<file path="config.mk">
export PLATFORM = sky130hd
export DESIGN_NAME = double_ended_queue_unit
export DESIGN_NICKNAME = d
export VERILOG_FILES = /design/src/rtl/core/deq_pkg.sv /design/src/rtl/core/deq_ram.sv /design/src/rtl/core/deq_ctrl.sv /design/src/rtl/core/double_ended_queue_unit.sv
export VERILOG_INCLUDE_DIRS = /design/src /design/src/rtl/core
export SDC_FILE = /design/constraint.sdc
export NUM_CORES = 2
export LEC_CHECK = 0
export CAP_MARGIN = 20
export CORE_MARGIN = 2
export CORE_UTILIZATION = 40
export CTS_CLUSTER_DIAMETER = 60
export DETAILED_ROUTE_END_ITERATION = 6
export DONT_BUFFER_PORTS = 1
export HOLD_SLACK_MARGIN = 0.1
export PLACE_DENSITY = 0.54
export SYNTH_ARGS = -nofsm -noshare
export SYNTH_HDL_FRONTEND = slang
export SYNTH_SLANG_ARGS = --single-unit
</file>
<file path="constraint.sdc">
create_clock -name clk -period 7.9 [get_ports clk]
set_input_delay 1.58 -clock clk [delete_from_list [all_inputs] [get_ports clk]]
set_output_delay 1.58 -clock clk [all_outputs]
set_load 0.05 [all_outputs]
</file>
<file path="src/rtl/core/double_ended_queue_unit_macros.svh">
// ----------------------------------------------------------------------------
// Double-ended queue unit: assertion macros
// Shared concurrent assertion forms used by the RTL.
// ----------------------------------------------------------------------------
`ifndef DOUBLE_ENDED_QUEUE_UNIT_MACROS_SVH
`define DOUBLE_ENDED_QUEUE_UNIT_MACROS_SVH

// Same-cycle implication, disabled during reset.
`define DEQ_ASSERT(label, clk, rst, ante, cons) \
  label: assert property (@(posedge clk) disable iff (rst) (ante) |-> (cons)) \
    else $error("deque assertion failed");

// Next-cycle implication, disabled during reset.
`define DEQ_ASSERT_NEXT(label, clk, rst, ante, cons) \
  label: assert property (@(posedge clk) disable iff (rst) (ante) |=> (cons)) \
    else $error("deque assertion failed");

`endif

</file>
<file path="src/rtl/core/deq_pkg.sv">
// ----------------------------------------------------------------------------
// Double-ended queue unit: package
// Operation and status codes, field widths and the result record.
// ----------------------------------------------------------------------------
package deq_pkg;

  localparam int DEPTH_DEF      = 64;
  localparam int WORD_WIDTH_DEF = 32;

  localparam int OP_W     = 3;
  localparam int VALUE_W  = 32;
  localparam int DATA_W   = 32;
  localparam int STATUS_W = 2;
  localparam int COUNT_W  = 7;

  localparam int IN_FIELDS_W  = OP_W + VALUE_W;
  localparam int IN_TDATA_W   = ((IN_FIELDS_W + 7) / 8) * 8;
  localparam int OUT_FIELDS_W = DATA_W + STATUS_W + COUNT_W + 1;
  localparam int OUT_TDATA_W  = ((OUT_FIELDS_W + 7) / 8) * 8;
  localparam int OUT_PAD_W    = OUT_TDATA_W - OUT_FIELDS_W;

  typedef enum logic [OP_W-1:0] {
    OP_PUSH_FRONT = 3'd0,
    OP_PUSH_BACK  = 3'd1,
    OP_POP_FRONT  = 3'd2,
    OP_POP_BACK   = 3'd3,
    OP_PEEK_FRONT = 3'd4,
    OP_PEEK_BACK  = 3'd5
  } op_t;

  typedef enum logic [STATUS_W-1:0] {
    ST_OK    = 2'd0,
    ST_FULL  = 2'd1,
    ST_EMPTY = 2'd2,
    ST_NULL  = 2'd3
  } status_t;

  // data_out sits in the low bits, is_empty on top
  typedef struct packed {
    logic                is_empty;
    logic [COUNT_W-1:0]  count;
    status_t             status;
    logic [DATA_W-1:0]   data_out;
  } res_t;

endpackage

</file>
<file path="src/rtl/core/deq_ram.sv">
// ----------------------------------------------------------------------------
// Double-ended queue unit: generic RAM
// One write port, one read port, read data registered.
// ----------------------------------------------------------------------------
module deq_ram #(
  parameter int WIDTH = 32,
  parameter int DEPTH = 64
) (
  input  logic                     clk,
  input  logic                     wr_en,
  input  logic [$clog2(DEPTH)-1:0] wr_addr,
  input  logic [WIDTH-1:0]         wr_data,
  input  logic [$clog2(DEPTH)-1:0] rd_addr,
  output logic [WIDTH-1:0]         rd_data
);

  logic [WIDTH-1:0] mem [DEPTH];

  always_ff @(posedge clk) begin
    if (wr_en) begin
      mem[wr_addr] <= wr_data;
    end
    rd_data <= mem[rd_addr];
  end

endmodule

</file>
<file path="src/rtl/core/deq_ctrl.sv">
// ----------------------------------------------------------------------------
// Double-ended queue unit: controller
// Head and occupancy registers, ring address arithmetic, sequencer.
// ----------------------------------------------------------------------------
`include "double_ended_queue_unit_macros.svh"

module deq_ctrl #(
  parameter int DEPTH      = deq_pkg::DEPTH_DEF,
  parameter int WORD_WIDTH = deq_pkg::WORD_WIDTH_DEF
) (
  input  logic                         clk,
  input  logic                         rst,
  input  logic                         in_valid,
  output logic                         in_ready,
  input  deq_pkg::op_t                 in_op,
  input  logic [deq_pkg::VALUE_W-1:0]  in_value,
  output logic                         wr_en,
  output logic [$clog2(DEPTH)-1:0]     wr_addr,
  output logic [WORD_WIDTH-1:0]        wr_data,
  output logic [$clog2(DEPTH)-1:0]     rd_addr,
  input  logic [WORD_WIDTH-1:0]        rd_data,
  output logic                         res_valid,
  input  logic                         res_ready,
  output deq_pkg::res_t                res
);
  import deq_pkg::*;

  localparam int AW = $clog2(DEPTH);
  localparam int CW = $clog2(DEPTH + 1);
  localparam int SW = AW + 1;

  typedef enum logic [1:0] {S_IDLE, S_READ, S_HOLD} state_t;

  state_t          state;
  logic [AW-1:0]   head;
  logic [CW-1:0]   occ;

  logic            in_fire;
  logic [WORD_WIDTH-1:0] word;
  logic            is_push, is_pop, is_peek, is_front;
  logic            q_full, q_empty, push_ok;
  logic [SW-1:0]   tail_sum, back_sum;
  logic [AW-1:0]   tail, back, head_prev, head_inc;

  status_t         status_next;
  logic [CW-1:0]   occ_next;
  logic [AW-1:0]   head_next;
  logic            read_needed;

  assign in_ready = (state == S_IDLE);
  assign in_fire  = in_valid && in_ready;
  assign word     = WORD_WIDTH'(in_value);

  assign is_push  = (in_op == OP_PUSH_FRONT) || (in_op == OP_PUSH_BACK);
  assign is_pop   = (in_op == OP_POP_FRONT)  || (in_op == OP_POP_BACK);
  assign is_peek  = (in_op == OP_PEEK_FRONT) || (in_op == OP_PEEK_BACK);
  assign is_front = (in_op == OP_PUSH_FRONT) || (in_op == OP_POP_FRONT) ||
                    (in_op == OP_PEEK_FRONT);

  assign q_full   = (occ == CW'(DEPTH));
  assign q_empty  = (occ == '0);
  assign push_ok  = is_push && (word != '0) && !q_full;

  // ring positions: sums stay below twice the depth, so one subtract wraps
  assign tail_sum  = SW'(head) + SW'(occ);
  assign back_sum  = tail_sum - SW'(1);
  assign tail      = (tail_sum >= SW'(DEPTH)) ? AW'(tail_sum - SW'(DEPTH)) : AW'(tail_sum);
  assign back      = (back_sum >= SW'(DEPTH)) ? AW'(back_sum - SW'(DEPTH)) : AW'(back_sum);
  assign head_prev = (head == '0) ? AW'(DEPTH - 1) : head - AW'(1);
  assign head_inc  = (head == AW'(DEPTH - 1)) ? '0 : head + AW'(1);

  assign wr_en     = in_fire && push_ok;
  assign wr_addr   = is_front ? head_prev : tail;
  assign wr_data   = word;
  assign rd_addr   = is_front ? head : back;
  assign res_valid = (state == S_HOLD);

  // operation decode: null is refused before the full check
  always_comb begin
    status_next = ST_OK;
    occ_next    = occ;
    head_next   = head;
    read_needed = 1'b0;
    if (is_push) begin
      if (word == '0) begin
        status_next = ST_NULL;
      end else if (q_full) begin
        status_next = ST_FULL;
      end else begin
        if (is_front) begin
          head_next = head_prev;
        end
        occ_next = occ + CW'(1);
      end
    end else if (is_pop || is_peek) begin
      if (q_empty) begin
        status_next = ST_EMPTY;
      end else begin
        read_needed = 1'b1;
        if (is_pop) begin
          if (is_front) begin
            head_next = head_inc;
          end
          occ_next = occ - CW'(1);
        end
      end
    end
  end

  always_ff @(posedge clk) begin
    if (rst) begin
      state <= S_IDLE;
      head  <= '0;
      occ   <= '0;
    end else begin
      case (state)
        S_IDLE: begin
          if (in_fire) begin
            head         <= head_next;
            occ          <= occ_next;
            res.data_out <= '0;
            res.status   <= status_next;
            res.count    <= COUNT_W'(occ_next);
            res.is_empty <= (occ_next == '0);
            state        <= read_needed ? S_READ : S_HOLD;
          end
        end
        S_READ: begin
          res.data_out <= DATA_W'(rd_data);
          state        <= S_HOLD;
        end
        S_HOLD: begin
          if (res_ready) begin
            state <= S_IDLE;
          end
        end
        default: begin
          state <= S_IDLE;
        end
      endcase
    end
  end

  `DEQ_ASSERT(a_occ_bound, clk, rst, 1'b1, occ <= CW'(DEPTH))
  `DEQ_ASSERT(a_head_bound, clk, rst, 1'b1, head <= AW'(DEPTH - 1))
  `DEQ_ASSERT_NEXT(a_push_grows, clk, rst, in_fire && push_ok, occ == $past(occ) + CW'(1))
  `DEQ_ASSERT_NEXT(a_read_then_hold, clk, rst, state == S_READ, state == S_HOLD)
  `DEQ_ASSERT_NEXT(a_hold_stable, clk, rst, (state == S_HOLD) && !res_ready,
    (state == S_HOLD) && $stable(res))

endmodule

</file>
<file path="src/rtl/core/double_ended_queue_unit.sv">
// ----------------------------------------------------------------------------
// Double-ended queue unit: top level
// Ring-buffer deque of data words with front/back push, pop and peek.
// ----------------------------------------------------------------------------
// Each input item carries one operation and a word; each returns exactly one
// result item with the popped or peeked word, a status, the count after the
// operation and an empty flag. Words live in a DEPTH-entry synchronous RAM
// addressed as a ring from the head pointer; a zero word means null and is
// refused on push. One item is in work at a time: a push, a no-op or a
// failed access passes from idle to the hold state, a successful pop or
// peek through a read state first for the registered RAM read. The
// result register lets a new item be accepted while the previous result is
// still waiting on m_tready. The RAM needs no clearing after reset: only
// entries written by a push are ever read back.
// ----------------------------------------------------------------------------
module double_ended_queue_unit #(
  parameter int DEPTH      = deq_pkg::DEPTH_DEF,
  parameter int WORD_WIDTH = deq_pkg::WORD_WIDTH_DEF
) (
  input  logic                            clk,
  input  logic                            rst,
  input  logic                            s_tvalid,
  output logic                            s_tready,
  // operation [2:0], value [34:3], zero pad above
  input  logic [deq_pkg::IN_TDATA_W-1:0]  s_tdata,
  output logic                            m_tvalid,
  input  logic                            m_tready,
  // data_out [31:0], status [33:32], count [40:34], is_empty [41], zero pad
  output logic [deq_pkg::OUT_TDATA_W-1:0] m_tdata
);
  import deq_pkg::*;

  localparam int AW = $clog2(DEPTH);

  op_t                   in_op;
  logic [VALUE_W-1:0]    in_value;

  logic                  wr_en;
  logic [AW-1:0]         wr_addr, rd_addr;
  logic [WORD_WIDTH-1:0] wr_data, rd_data;

  logic                  res_valid, res_ready;
  res_t                  res;
  res_t                  out_q;   // output register

  assign in_op    = op_t'(s_tdata[OP_W-1:0]);
  assign in_value = s_tdata[OP_W +: VALUE_W];

  deq_ram #(
    .WIDTH (WORD_WIDTH),
    .DEPTH (DEPTH)
  ) u_ram (
    .clk     (clk),
    .wr_en   (wr_en),
    .wr_addr (wr_addr),
    .wr_data (wr_data),
    .rd_addr (rd_addr),
    .rd_data (rd_data)
  );

  deq_ctrl #(
    .DEPTH      (DEPTH),
    .WORD_WIDTH (WORD_WIDTH)
  ) u_ctrl (
    .clk       (clk),
    .rst       (rst),
    .in_valid  (s_tvalid),
    .in_ready  (s_tready),
    .in_op     (in_op),
    .in_value  (in_value),
    .wr_en     (wr_en),
    .wr_addr   (wr_addr),
    .wr_data   (wr_data),
    .rd_addr   (rd_addr),
    .rd_data   (rd_data),
    .res_valid (res_valid),
    .res_ready (res_ready),
    .res       (res)
  );

  // result slot is free when empty or being drained this cycle
  assign res_ready = !m_tvalid || m_tready;

  always_ff @(posedge clk) begin
    if (rst) begin
      m_tvalid <= 1'b0;
    end else if (res_valid && res_ready) begin
      m_tvalid <= 1'b1;
    end else if (m_tready) begin
      m_tvalid <= 1'b0;
    end
  end

  always_ff @(posedge clk) begin
    if (res_valid && res_ready) begin
      out_q <= res;
    end
  end

  assign m_tdata = {{OUT_PAD_W{1'b0}}, out_q};

endmodule

</file>
==> summary.txt <==
Drt drc: 0
Post-Syn Area per Cell: 13.07 sq um
Clock latency on the worst-skew pair: 0.88 ns
Row cnt: 170
Arrival time at the worst endpoint: 6.36 ns
Max clock buf depth: 3
Layout Nets: 6585
Setup TNS: 0 ns
Min-delay worst type: flip-flop to flip-flop
Gate Count Post-Synth: 6581
Post-synth EDFFs: 2132
Die Footprint: 218700 sq um
Hpwl dp: 126800 um
Startpoint Class: flip-flop
Starting density of the core: 40.14%
Synth Warn #: 0
CTS clock-pin slew for the worst setup and hold paths: 0.06 ns
Peak VDD IR: 258.9 uV
Placed cell area: 90020 sq um
Ys flop type: edfxtp_1
Largest net degree at the start of global routing: 189
TritonCTS Sinks: 2180
Drt initial violations: 6168
Post-route cell area: 97050 sq um
Seq/Total Area, Yosys: 75.58%
First-pass GRT wire length: 359400 um
Fmax: 179.5 MHz
Status: finished clean
Total vias in the final route: 53260
Clock skew: 0.03850 ns
Vias per cell: 5.571
CP Data Required Time: 8.69 ns
PwrDens: 288.9 nW/um^2
RSZ-0062 raised after global routing: false
Mapped Area: 85980 sq um
Final hold violations: 0
CTS resizes: 0
Post-synth cell types: 62
Pleak: 32.57 nW
Crit Path Max Fanout: 102
Die Wd: 467.6 um
Gpl congestion: 0.8073
Hold Slack: 0.4128 ns
IO buf count: 0
First-pass DRT Iterations: 5
Clock H-tree levels: 4
CP Capture Type: flip-flop
Core Area: 214200 sq um
Final period utilization: 70.50%
Flops & latches, synth: 2180
Vias in the first global route: 51270
Max-slew violation count: 0
CTS Hold Bufs: 0
Worst Tran Pin Value: 1.225 ns
Initial antenna violation count: 9
Share of post-route cells with drive strength above 1: 8.443%
Final WS setup: 2.330 ns
Number of max-cap violations: 0
Die Height: 467.6 um
Final wirelength: 249800 um
Io pins: 94
Overflow after GRT: 0
Gr usage total: 22.58%
CTS Buf Count: 223
DR WL/cell: 26.13 um
Area growth, synth to finish: 12.88%
WS Path Type: flip-flop to flip-flop
Max transition margin: 17.48%
Crit path time final: 5.570 ns
Asr flop ratio synth: 0%
CTS tree: built
Antenna Nets Post-Route: 0
Postcts setup bufs: 0
Final setup viols: 0
Worst slack, placed: 1.551 ns
Root cell of the clock tree: clkbuf_16
-- per-stage QoR --
stage               power [W]  util, %  instances
floorplan             0.01614        -       6586
global route          0.02903    45.31       9555
finish                0.02803    45.31       9559
global placement      0.01808    42.03       9135
CTS                   0.02816    45.28       9548
detailed placement    0.01810    42.03       9135
-- layout make-up --
cell class	instances	area (sq um)
Multi-Input combinational cell	3952	19850
Fill cell	18990	117100
Clock inverter	116	988.4
Clock buffer	297	5989
Antenna cell	5	12.51
Tap cell	2838	3551
Timing Repair Buffer	157	1629
Inverter	14	52.55
Sequential cell	2180	64980
-- Yosys cell counts (3+ instances only) --
cell type / n / area (sq um)
a32oi_1: 96 / 840.8
buf_4: 6 / 45.04
a211oi_1: 6 / 45.04
nor4_1: 9 / 56.30
nand4_1: 197 / 1232
and2_1: 35 / 219.0
ha_1: 12 / 150.1
xnor2_1: 6 / 52.55
xor2_1: 4 / 35.03
buf_1: 13 / 48.80
buf_6: 5 / 56.30
o211ai_2: 20 / 250.2
o2111ai_1: 3 / 26.28
and3_1: 6 / 37.54
o21ai_1: 3 / 15.01
nand3_1: 1129 / 5650
a31oi_1: 3 / 18.77
or3_1: 5 / 31.28
nand2_1: 1966 / 7380
o21a_1: 4 / 30.03
edfxtp_1: 2132 / 64020
o21ai_0: 51 / 255.2
o211ai_1: 78 / 585.6
nor2_1: 99 / 371.6
nor3_1: 9 / 45.04
dfxtp_1: 48 / 960.9
mux2i_1: 102 / 1021
nand4b_1: 32 / 280.3
buf_2: 52 / 260.3
clkbuf_1: 364 / 1366
a21oi_1: 24 / 120.1
inv_1: 14 / 52.55
nand2b_1: 3 / 18.77
nor2b_1: 9 / 56.30
-- metal layers --
layer	share of wire [%]	track usage (%)
met1	43	31.51
met3	7.4	4.171
met5	0	0
met4	2.9	6.975
met2	47	35.87
-- placed cells by master, fill, tap and decap left out, types with 13 or more instances in the layout --
cell type,instances
nand4_1,197
nand2_1,1966
o211ai_2,20
o211ai_1,78
edfxtp_1,2132
clkinv_2,34
buf_12,36
nor2_4,69
buf_4,116
and2_1,34
inv_1,14
dfxtp_1,48
nand4b_1,32
clkbuf_16,224
nor2_1,30
a21oi_1,23
clkinv_1,50
clkbuf_1,62
bufinv_16,13
o21ai_0,51
nand3_1,1129
mux2i_1,99
a32oi_1,96
-- worst max-delay path: stages, from the launching register on --
cell and delay, ns:
dfxtp_1 0.61, ha_1 0.29, fa_1 0.49, inv_1 0.09, ha_1 0.20, xnor3_1 0.31
a21oi_4 0.80, buf_12 0.47, nand2_1 0.12, nand3_1 0.10, nand4_1 0.16, o21ai_0 0.94
o211ai_1 0.56, nand3_1 0.22
-- path summary, 6_finish.rpt --
check / startpoint / to / slack (ns) / depth (start not counted)
worst min register to register: u_ctrl.res[6]$_SDFFCE_PN0P_ / m_tdata[6]$_DFFE_PP_ / 0.41 / 0
worst min-delay path: u_ctrl.res[6]$_SDFFCE_PN0P_ / m_tdata[6]$_DFFE_PP_ / 0.41 / 0
worst max register to register: u_ctrl.head[0]$_SDFFE_PP0P_ / u_ram.rd_data[4]$_DFF_P_ / 2.33 / 13
worst max-delay path: u_ctrl.head[0]$_SDFFE_PP0P_ / u_ram.rd_data[4]$_DFF_P_ / 2.33 / 13
-- power breakdown --
part	total [W]	switching, W	internal, W	leakage, nW
combinational	0.00485	0.00354	0.00131	9.57
clock	0.0101	0.00441	0.00573	3.40
sequential	0.0130	0.000192	0.0128	19.6
-- flip-flops by register name (all words and copies together), names as in the netlist --
signal,flops
u_ram.mem,2048
u_ctrl.res,42
m_tvalid,1
u_ctrl.head,6
u_ctrl.occ,7
u_ram.rd_data,32
m_tdata,42
u_ctrl.state,2
-- logic make-up (layout without fill, tap and decap cells) --
family / Yosys count / count (layout) / share of synthesized area [%]
xor gates and xnor gates: 12 / 12 / 0.1542
and+or+nand+nor: 3510 / 3510 / 17.99
DFF: 2180 / 2180 / 75.58
adders and majority gates: 15 / 15 / 0.2212
AOI/OAI and AO/OA: 305 / 305 / 2.712
buffers and inverters: 454 / 584 / 2.127
other: 1 / 11 / 0.004361
muxes: 104 / 104 / 1.214
(Power assumes the default switching activity.)
